==> src/hdl/fla_pkg.sv <==
// ----------------------------------------------------------------------------
// fla_pkg
// Shared types and constants of the free list slot allocator: request and
// response items, controller commands and datapath status.
// ----------------------------------------------------------------------------
package fla_pkg;

	// width of a slot index as carried on the ports
	localparam int IDX_W = 6;

	// operation codes
	localparam logic OP_ALLOC   = 1'b0;
	localparam logic OP_RELEASE = 1'b1;

	// request item
	typedef struct packed {
		logic             operation;
		logic [IDX_W-1:0] slot_to_release;
	} fla_req_t;

	// response item
	typedef struct packed {
		logic             granted;
		logic [IDX_W-1:0] slot_index;
		logic             release_rejected;
	} fla_rsp_t;

	// controller to datapath
	typedef struct packed {
		logic init_wr;
		logic capture;
		logic execute;
	} fla_cmd_t;

	// datapath to controller
	typedef struct packed {
		logic init_last;
	} fla_sts_t;

endpackage

==> src/hdl/fla_ram.sv <==
// ----------------------------------------------------------------------------
// fla_ram
// Generic single write port, single read port RAM with registered read data.
// ----------------------------------------------------------------------------
module fla_ram #(
	parameter int  WIDTH = 8,
	parameter int  DEPTH = 64,
	localparam int AW    = $clog2(DEPTH)
) (
	input  logic             clk,
	input  logic             we,
	input  logic [AW-1:0]    waddr,
	input  logic [WIDTH-1:0] wdata,
	input  logic             re,
	input  logic [AW-1:0]    raddr,
	output logic [WIDTH-1:0] rdata
);

	logic [WIDTH-1:0] mem [DEPTH];

	// write port
	always_ff @(posedge clk) begin
		if (we) begin
			mem[waddr] <= wdata;
		end
	end

	// registered read port
	always_ff @(posedge clk) begin
		if (re) begin
			rdata <= mem[raddr];
		end
	end

endmodule

==> src/hdl/fla_ctrl.sv <==
// ----------------------------------------------------------------------------
// fla_ctrl
// Controller of the allocator: runs the link table fill after reset, then
// takes one item at a time through a capture and an execute cycle.
// ----------------------------------------------------------------------------
module fla_ctrl
	import fla_pkg::*;
(
	input  logic     clk,
	input  logic     arst_n,
	input  logic     start,
	output logic     busy,
	output fla_cmd_t cmd,
	input  fla_sts_t sts
);

	localparam logic [1:0] ST_INIT = 2'd0;
	localparam logic [1:0] ST_IDLE = 2'd1;
	localparam logic [1:0] ST_EXEC = 2'd2;

	logic [1:0] state_q;
	logic [1:0] state_d;

	// next state and commands
	always_comb begin
		state_d     = state_q;
		cmd.init_wr = 1'b0;
		cmd.capture = 1'b0;
		cmd.execute = 1'b0;
		case (state_q)
			ST_INIT: begin
				cmd.init_wr = 1'b1;
				if (sts.init_last) begin
					state_d = ST_IDLE;
				end
			end
			ST_IDLE: begin
				if (start) begin
					cmd.capture = 1'b1;
					state_d     = ST_EXEC;
				end
			end
			ST_EXEC: begin
				cmd.execute = 1'b1;
				state_d     = ST_IDLE;
			end
			default: begin
				state_d = ST_IDLE;
			end
		endcase
	end

	assign busy = (state_q != ST_IDLE);

	// state register
	always_ff @(posedge clk or negedge arst_n) begin
		if (!arst_n) begin
			state_q <= ST_INIT;
		end else begin
			state_q <= state_d;
		end
	end

endmodule

==> src/hdl/fla_dpath.sv <==
// ----------------------------------------------------------------------------
// fla_dpath
// Datapath of the allocator: head pointer, link table, fill counter,
// request register and response register.
// ----------------------------------------------------------------------------
module fla_dpath
	import fla_pkg::*;
#(
	parameter int  SLOT_COUNT = 64,
	localparam int ADDR_W     = $clog2(SLOT_COUNT),
	localparam int LINK_W     = $clog2(SLOT_COUNT + 1)
) (
	input  logic     clk,
	input  logic     arst_n,
	input  fla_cmd_t cmd,
	output fla_sts_t sts,
	input  fla_req_t req,
	output logic     done,
	output fla_rsp_t rsp
);

	localparam int CMP_W = (LINK_W > IDX_W) ? LINK_W : IDX_W;

	logic [LINK_W-1:0] head_q;
	logic [ADDR_W-1:0] sweep_q;
	fla_req_t          req_q;
	fla_rsp_t          rsp_q;
	logic              done_q;

	logic              ram_we;
	logic [ADDR_W-1:0] ram_waddr;
	logic [LINK_W-1:0] ram_wdata;
	logic [LINK_W-1:0] ram_rdata;

	logic [CMP_W-1:0]  slot_ext;
	logic [CMP_W-1:0]  head_ext;
	logic              is_alloc;
	logic              empty;
	logic              rel_ok;
	logic              do_pop;
	logic              do_push;

	// decode of the captured item
	always_comb begin
		slot_ext = CMP_W'(req_q.slot_to_release);
		head_ext = CMP_W'(head_q);
		is_alloc = (req_q.operation == OP_ALLOC);
		empty    = (head_q >= LINK_W'(SLOT_COUNT));
		rel_ok   = (slot_ext < CMP_W'(SLOT_COUNT));
		do_pop   = cmd.execute && is_alloc && !empty;
		do_push  = cmd.execute && !is_alloc && rel_ok;
	end

	// link table write port: fill sweep, pop marks the slot, push links it
	always_comb begin
		ram_we    = cmd.init_wr || do_pop || do_push;
		ram_waddr = sweep_q;
		ram_wdata = LINK_W'(sweep_q) + LINK_W'(1);
		if (do_pop) begin
			ram_waddr = head_q[ADDR_W-1:0];
			ram_wdata = LINK_W'(SLOT_COUNT);
		end else if (do_push) begin
			ram_waddr = slot_ext[ADDR_W-1:0];
			ram_wdata = head_q;
		end
	end

	assign sts.init_last = (sweep_q == ADDR_W'(SLOT_COUNT - 1));

	fla_ram #(
		.WIDTH (LINK_W),
		.DEPTH (SLOT_COUNT)
	) u_links (
		.clk   (clk),
		.we    (ram_we),
		.waddr (ram_waddr),
		.wdata (ram_wdata),
		.re    (cmd.capture),
		.raddr (head_q[ADDR_W-1:0]),
		.rdata (ram_rdata)
	);

	// head pointer and fill counter
	always_ff @(posedge clk or negedge arst_n) begin
		if (!arst_n) begin
			head_q  <= '0;
			sweep_q <= '0;
			done_q  <= 1'b0;
		end else begin
			done_q <= cmd.execute;
			if (cmd.init_wr) begin
				sweep_q <= sweep_q + ADDR_W'(1);
			end
			if (do_pop) begin
				head_q <= ram_rdata;
			end else if (do_push) begin
				head_q <= slot_ext[LINK_W-1:0];
			end
		end
	end

	// request capture and response register
	always_ff @(posedge clk) begin
		if (cmd.capture) begin
			req_q <= req;
		end
		if (cmd.execute) begin
			rsp_q.granted          <= do_pop;
			rsp_q.slot_index       <= do_pop ? head_ext[IDX_W-1:0] : '0;
			rsp_q.release_rejected <= !is_alloc && !rel_ok;
		end
	end

	assign done = done_q;
	assign rsp  = rsp_q;

endmodule

==> src/hdl/free_list_slot_allocator.sv <==
// ----------------------------------------------------------------------------
// free_list_slot_allocator
// Fixed pool of slots kept as a singly linked free list in a link table.
// Each accepted item is captured with the link table read at the head,
// then executed; its result is registered on rsp with done. Results are
// strobed and cannot be stalled. A new item is not taken while busy is
// high, which covers the execute step of the item before it.
// Reset: head goes to slot 0, then a fill pass writes all SLOT_COUNT
// entries of the link table while busy stays high.
// ----------------------------------------------------------------------------
module free_list_slot_allocator
	import fla_pkg::*;
#(
	parameter int SLOT_COUNT = 64
) (
	input  logic     clk,
	input  logic     arst_n,
	input  logic     start,
	output logic     busy,
	input  fla_req_t req,
	output logic     done,
	output fla_rsp_t rsp
);

	fla_cmd_t cmd;
	fla_sts_t sts;

	fla_ctrl u_ctrl (
		.clk    (clk),
		.arst_n (arst_n),
		.start  (start),
		.busy   (busy),
		.cmd    (cmd),
		.sts    (sts)
	);

	fla_dpath #(
		.SLOT_COUNT (SLOT_COUNT)
	) u_dpath (
		.clk    (clk),
		.arst_n (arst_n),
		.cmd    (cmd),
		.sts    (sts),
		.req    (req),
		.done   (done),
		.rsp    (rsp)
	);

	// an accepted item raises busy in the cycle after, blocking the next one
	assert property (@(posedge clk) disable iff (!arst_n)
		(start && !busy) |=> busy)
		else $error("accepted item did not raise busy");

	// a result only follows a busy cycle
	assert property (@(posedge clk) disable iff (!arst_n)
		done |-> $past(busy))
		else $error("result without an item in work");

	// no grant means index zero
	assert property (@(posedge clk) disable iff (!arst_n)
		(done && !rsp.granted) |-> (rsp.slot_index == '0))
		else $error("nonzero index without grant");

	// grant and reject never together
	assert property (@(posedge clk) disable iff (!arst_n)
		done |-> !(rsp.granted && rsp.release_rejected))
		else $error("grant and reject in one result");

endmodule

==> config.mk <==
export PLATFORM = sky130hd
export DESIGN_NAME = free_list_slot_allocator
export DESIGN_NICKNAME = d
export VERILOG_FILES = /design/src/hdl/fla_pkg.sv /design/src/hdl/fla_ram.sv /design/src/hdl/fla_ctrl.sv /design/src/hdl/fla_dpath.sv /design/src/hdl/free_list_slot_allocator.sv
export SDC_FILE = /design/constraint.sdc
export NUM_CORES = 1
export LEC_CHECK = 0
export BUFFER_PORTS_ARGS = -buffer_cell sky130_fd_sc_hd__buf_2
export CAP_MARGIN = 10
export CELL_PAD_IN_SITES_DETAIL_PLACEMENT = 0
export CELL_PAD_IN_SITES_GLOBAL_PLACEMENT = 1
export CORE_UTILIZATION = 50
export CTS_BUF_LIST = sky130_fd_sc_hd__clkbuf_16
export CTS_CLUSTER_SIZE = 12
export DETAILED_ROUTE_END_ITERATION = 12
export MAX_ROUTING_LAYER = met4
export PLACE_DENSITY = 0.82
export SYNTH_ARGS = -nofsm -noshare
export SYNTH_HDL_FRONTEND = slang
export SYNTH_SLANG_ARGS = --single-unit
==> constraint.sdc <==
create_clock -name clk -period 5 [get_ports clk]
set_input_delay 0.5 -clock clk [delete_from_list [all_inputs] [get_ports clk]]
set_output_delay 0.5 -clock clk [all_outputs]
set_load 0.03 [all_outputs]
==> out/metrics.json <==
{
  "run_status": {"value": "finished, final reports clean"},
  "syn_area_per_cell": {"value": 19.4, "unit": "um2"},
  "placed_area": {"value": 19800, "unit": "um2"},
  "design.final.nets": {"value": 1026},
  "drive_above_1_share": {"value": 22.2, "unit": "%"},
  "worst_clock_skew": {"value": 12.0, "unit": "ps"},
  "synth.yosys.seq_area_share": {"value": 75.4, "unit": "%"},
  "antenna-diode-count": {"value": 0},
  "critical_path.slowest_cell": {"value": "buf_4"},
  "ys_ff_latch": {"value": 485},
  "holdPathEnd": {"value": "u_dpath.req_q[1]$_DFFE_PP_"},
  "finalNonFillerCells": {"value": 1553},
  "synthDistinctLibCells": {"value": 59},
  "dpl.hpwl": {"value": 24900, "unit": "um"},
  "number_of_cells_traversed_by_the_worst_hold_path": {"value": 1},
  "gpl.final_weighted_congestion": {"value": 0.859},
  "design.die.area": {"value": 39200, "unit": "um2"},
  "vias": {"value": 9528},
  "clk_path_buf_depth": {"value": 3},
  "fillers": {"value": 2761},
  "cpPeakStageDelay": {"value": 940, "unit": "ps"},
  "initial_core_util": {"value": 50.8, "unit": "%"},
  "first_pass_grt_wire_length": {"value": 61000, "unit": "um"},
  "design.core.area": {"value": 37800, "unit": "um2"},
  "drtIter0Drc": {"value": 1085},
  "timing.hold.worst.start": {"value": "req[1]"},
  "crit_chain": {"value": "buf_4 -> mux4_2 -> a22o_1 -> o21ai_0 -> a41oi_1"},
  "design_area": {"value": 21200, "unit": "um2"},
  "fmaxAchievable": {"value": 286, "unit": "MHz"},
  "synth.net_count": {"value": 1001},
  "timing_max_transition_violations_final": {"value": 0},
  "synth-async-reset-ratio": {"value": 3.30, "unit": "%"},
  "worst-endpoint-required": {"value": 5260, "unit": "ps"},
  "numCtsBuffers": {"value": 48},
  "chip_height": {"value": 198, "unit": "um"},
  "synth_flop_cell": {"value": "edfxtp_1"},
  "routed_wire_length_per_instance": {"value": 26.1, "unit": "um"},
  "timing_worst_slew_pin_value": {"value": 1170, "unit": "ps"},
  "grt_setup_unrepaired": {"value": "false"},
  "post_synth_instance_area": {"value": 19200, "unit": "um2"},
  "cts_tree": {"value": "yes"},
  "timing_hold_violations_final": {"value": 0},
  "place_inst": {"value": 1475},
  "fin_setup_tns": {"value": 0, "unit": "ps"},
  "p_leak": {"value": 6.67, "unit": "nW"},
  "critical_path.max_fanout": {"value": 76},
  "io_pins": {"value": 20},
  "drtPass1Iterations": {"value": 8},
  "cts_max_level": {"value": 2},
  "min-delay-path-class": {"value": "in2reg"},
  "finalHoldWorstSlack": {"value": 126, "unit": "ps"},
  "first_global_vias": {"value": 9453},
  "ys_warn_count": {"value": 0},
  "syn-instance-count": {"value": 990},
  "die_w": {"value": 198, "unit": "um"},
  "synth-edff-count": {"value": 469},
  "drt-vias-per-instance": {"value": 6.14},
  "grt_max_degree": {"value": 77},
  "cap_viol_max_count": {"value": 0},
  "cts_sinks": {"value": 485},
  "cp.arrival": {"value": 3750, "unit": "ps"},
  "clk_pin_slew": {"value": 60, "unit": "ps"},
  "grt_util_all_layers": {"value": 22.2, "unit": "%"},
  "critPathCaptureType": {"value": "register"},
  "layout_min_cycle_time": {"value": 3490, "unit": "ps"},
  "detail-route-antenna-nets": {"value": 0},
  "cts.root.buffer_cell": {"value": "clkbuf_16"},
  "antenna_violations_before_repair": {"value": 0},
  "wl": {"value": 40500, "unit": "um"},
  "area_growth": {"value": 10.4, "unit": "%"},
  "max-vdd-ir-drop": {"value": 0.337, "unit": "mV"},
  "io_buffers": {"value": 18},
  "crit_buf_inv": {"value": 1},
  "worstRegToRegCells": {"value": 5},
  "criticalPathCategory": {"value": "reg2reg"},
  "r2r_start": {"value": "u_dpath.head_ext[2]$_DFFE_PN0P_"},
  "start_kind": {"value": "register"},
  "period_share": {"value": 69.9, "unit": "%"},
  "reg2reg_setup_slack": {"value": 1510, "unit": "ps"},
  "max_slew_margin": {"value": 21.4, "unit": "%"},
  "clock_latency": {"value": 550, "unit": "ps"},
  "std_cell_rows": {"value": 71},
  "path_delay_family": {"value": "buffers and inverters"},
  "power-per-cell-area": {"value": 614, "unit": "nW/um2"},
  "setup_viol_count_final": {"value": 0},
  "detail_route.drc_violations": {"value": 0},
  "worstReg2RegEnd": {"value": "u_dpath.u_links.rdata[3]$_DFFE_PP_"},
  "grt_overflow_total": {"value": 0}
}
-- worst register-to-register path, delay by kind of cell (launching register included) --
family	cells	cell delay, ps
buf+inv	1	950
flops	1	880
compound gates	3	830
mux	1	550
-- layout make-up --
| class | instances | area, um2 | area share (%) |
|---|---|---|---|
| sequential | 485 | 14500 | 68.4 |
| multi-input combinational | 443 | 4470 | 21.1 |
| clock buffer | 49 | 1230 | 5.78 |
| tap | 511 | 639 | 3.02 |
| timing repair buffer | 31 | 190 | 0.897 |
| clock inverter | 28 | 158 | 0.744 |
| inverter | 6 | 22.5 | 0.106 |
-- flip-flops by register name (all words and copies together), names as in the netlist --
| name | count |
|---|---|
| u_ctrl.state_q | 2 |
| u_dpath.done | 1 |
| u_dpath.head_ext | 7 |
| u_dpath.req_q | 7 |
| u_dpath.rsp | 7 |
| u_dpath.sweep_q | 6 |
| u_dpath.u_links.mem | 448 |
| u_dpath.u_links.rdata | 7 |
-- worst max path at each step --
stage | start | endpoint | slack, ps | depth (start not counted)
6_report | u_dpath.head_ext[2]$_DFFE_PN0P_ | u_dpath.u_links.rdata[3]$_DFFE_PP_ | 1510 | 5
5_1_grt | u_ctrl.state_q[0]$_DFFE_PN0P_ | u_dpath.u_links.mem[29][5]$_DFFE_PP_ | 1300 | 8
4_1_cts | u_ctrl.state_q[0]$_DFFE_PN0P_ | u_dpath.u_links.mem[29][5]$_DFFE_PP_ | 1500 | 8
3_5_place_dp | u_ctrl.state_q[0]$_DFFE_PN0P_ | u_dpath.u_links.mem[29][5]$_DFFE_PP_ | 1530 | 8
3_3_place_gp | u_dpath.head_ext[2]$_DFFE_PN0P_ | u_dpath.u_links.rdata[1]$_DFFE_PP_ | 1540 | 6
2_1_floorplan | u_dpath.head_ext[2]$_DFFE_PN0P_ | u_dpath.u_links.mem[0][2]$_DFFE_PP_ | 470 | 6
-- kinds of logic (layout without fill, tap and decap cells) --
family                   count (synthesis)  in the layout  share of synthesized area [%]
other                                    1              1                         0.0195
flip-flops                             485            485                           75.4
AO/OA/AOI/OAI                          117            117                           4.18
multiplexers                           129            129                           13.4
buffers and inverters                   62            114                           1.69
XOR/XNOR                                 9              9                          0.411
AND/OR/NAND/NOR                        186            186                           4.82
adder cells (fa/ha/maj)                  1              1                         0.0652
-- metrics by stage --
| step | setup WS (ps) | power (mW) | utilization [%] |
|---|---|---|---|
| floorplan | 468 | 8.52 | - |
| global placement | 1540 | 9.80 | 52.5 |
| detailed placement | 1530 | 9.88 | 52.5 |
| CTS | 1500 | 13.1 | 56.1 |
| global route | 1300 | 13.5 | 56.1 |
| finish | 1510 | 13.0 | 56.1 |
-- cells in the mapped netlist (10+ instances only) --
cell type | number | share of area (%)
edfxtp_1 | 469 | 73
mux4_2 | 100 | 12
nor2_1 | 82 | 1.6
o22ai_1 | 30 | 0.98
nand2_1 | 28 | 0.55
buf_2 | 22 | 0.57
a21oi_1 | 19 | 0.50
mux2_2 | 19 | 1.1
dfrtp_1 | 16 | 2.1
nand3_1 | 16 | 0.42
o21ai_0 | 16 | 0.42
clkbuf_1 | 15 | 0.29
a22o_1 | 12 | 0.55
buf_4 | 11 | 0.43
mux2i_1 | 10 | 0.52
-- repair_timing --
action                    4_1_cts  5_1_grt
hold buffers                    1        0
gates resized for setup         0        0
hold endpoints to repair       16        0
buffers inserted                0        0
-- cells in the final DEF (no fill, tap or decap), types with 3 or more instances in the layout --
master,synthesis,final
dfrtp_4,0,3
o21ai_0,16,16
a211oi_4,0,4
xnor2_1,6,6
a22oi_1,3,3
mux2i_1,10,10
o2bb2ai_1,5,5
mux4_2,100,100
nand3_2,4,4
a22o_1,12,12
clkinv_1,0,5
nor2_1,82,81
dfrtp_1,16,13
or3b_2,3,3
and2_1,7,7
o22ai_1,30,30
nand3_1,16,16
mux2_2,19,19
inv_1,4,25
and3_1,3,3
buf_2,22,18
nand3b_1,3,3
clkbuf_16,0,49
a41oi_1,6,6
a21oi_2,3,3
or3_1,5,5
a21oi_1,19,18
nor3_1,9,9
nor4_1,6,6
nand2_1,28,28
buf_4,11,12
nor2b_1,5,5
xor2_1,3,3
edfxtp_1,469,469
a31oi_1,5,5
-- per-layer routing --
layer	GRT usage, %	wire length [um]
met5	-	0
met4	6.83	1200
met3	4.17	3210
met2	34.0	19400
met1	30.5	16700
-- report_power, final --
part,internal (mW),switching [mW]
registers,5.69,0.406
logic,1.28,2.41
clock network,1.85,1.39
No activity file was read; power rests on OpenSTA's default activity.
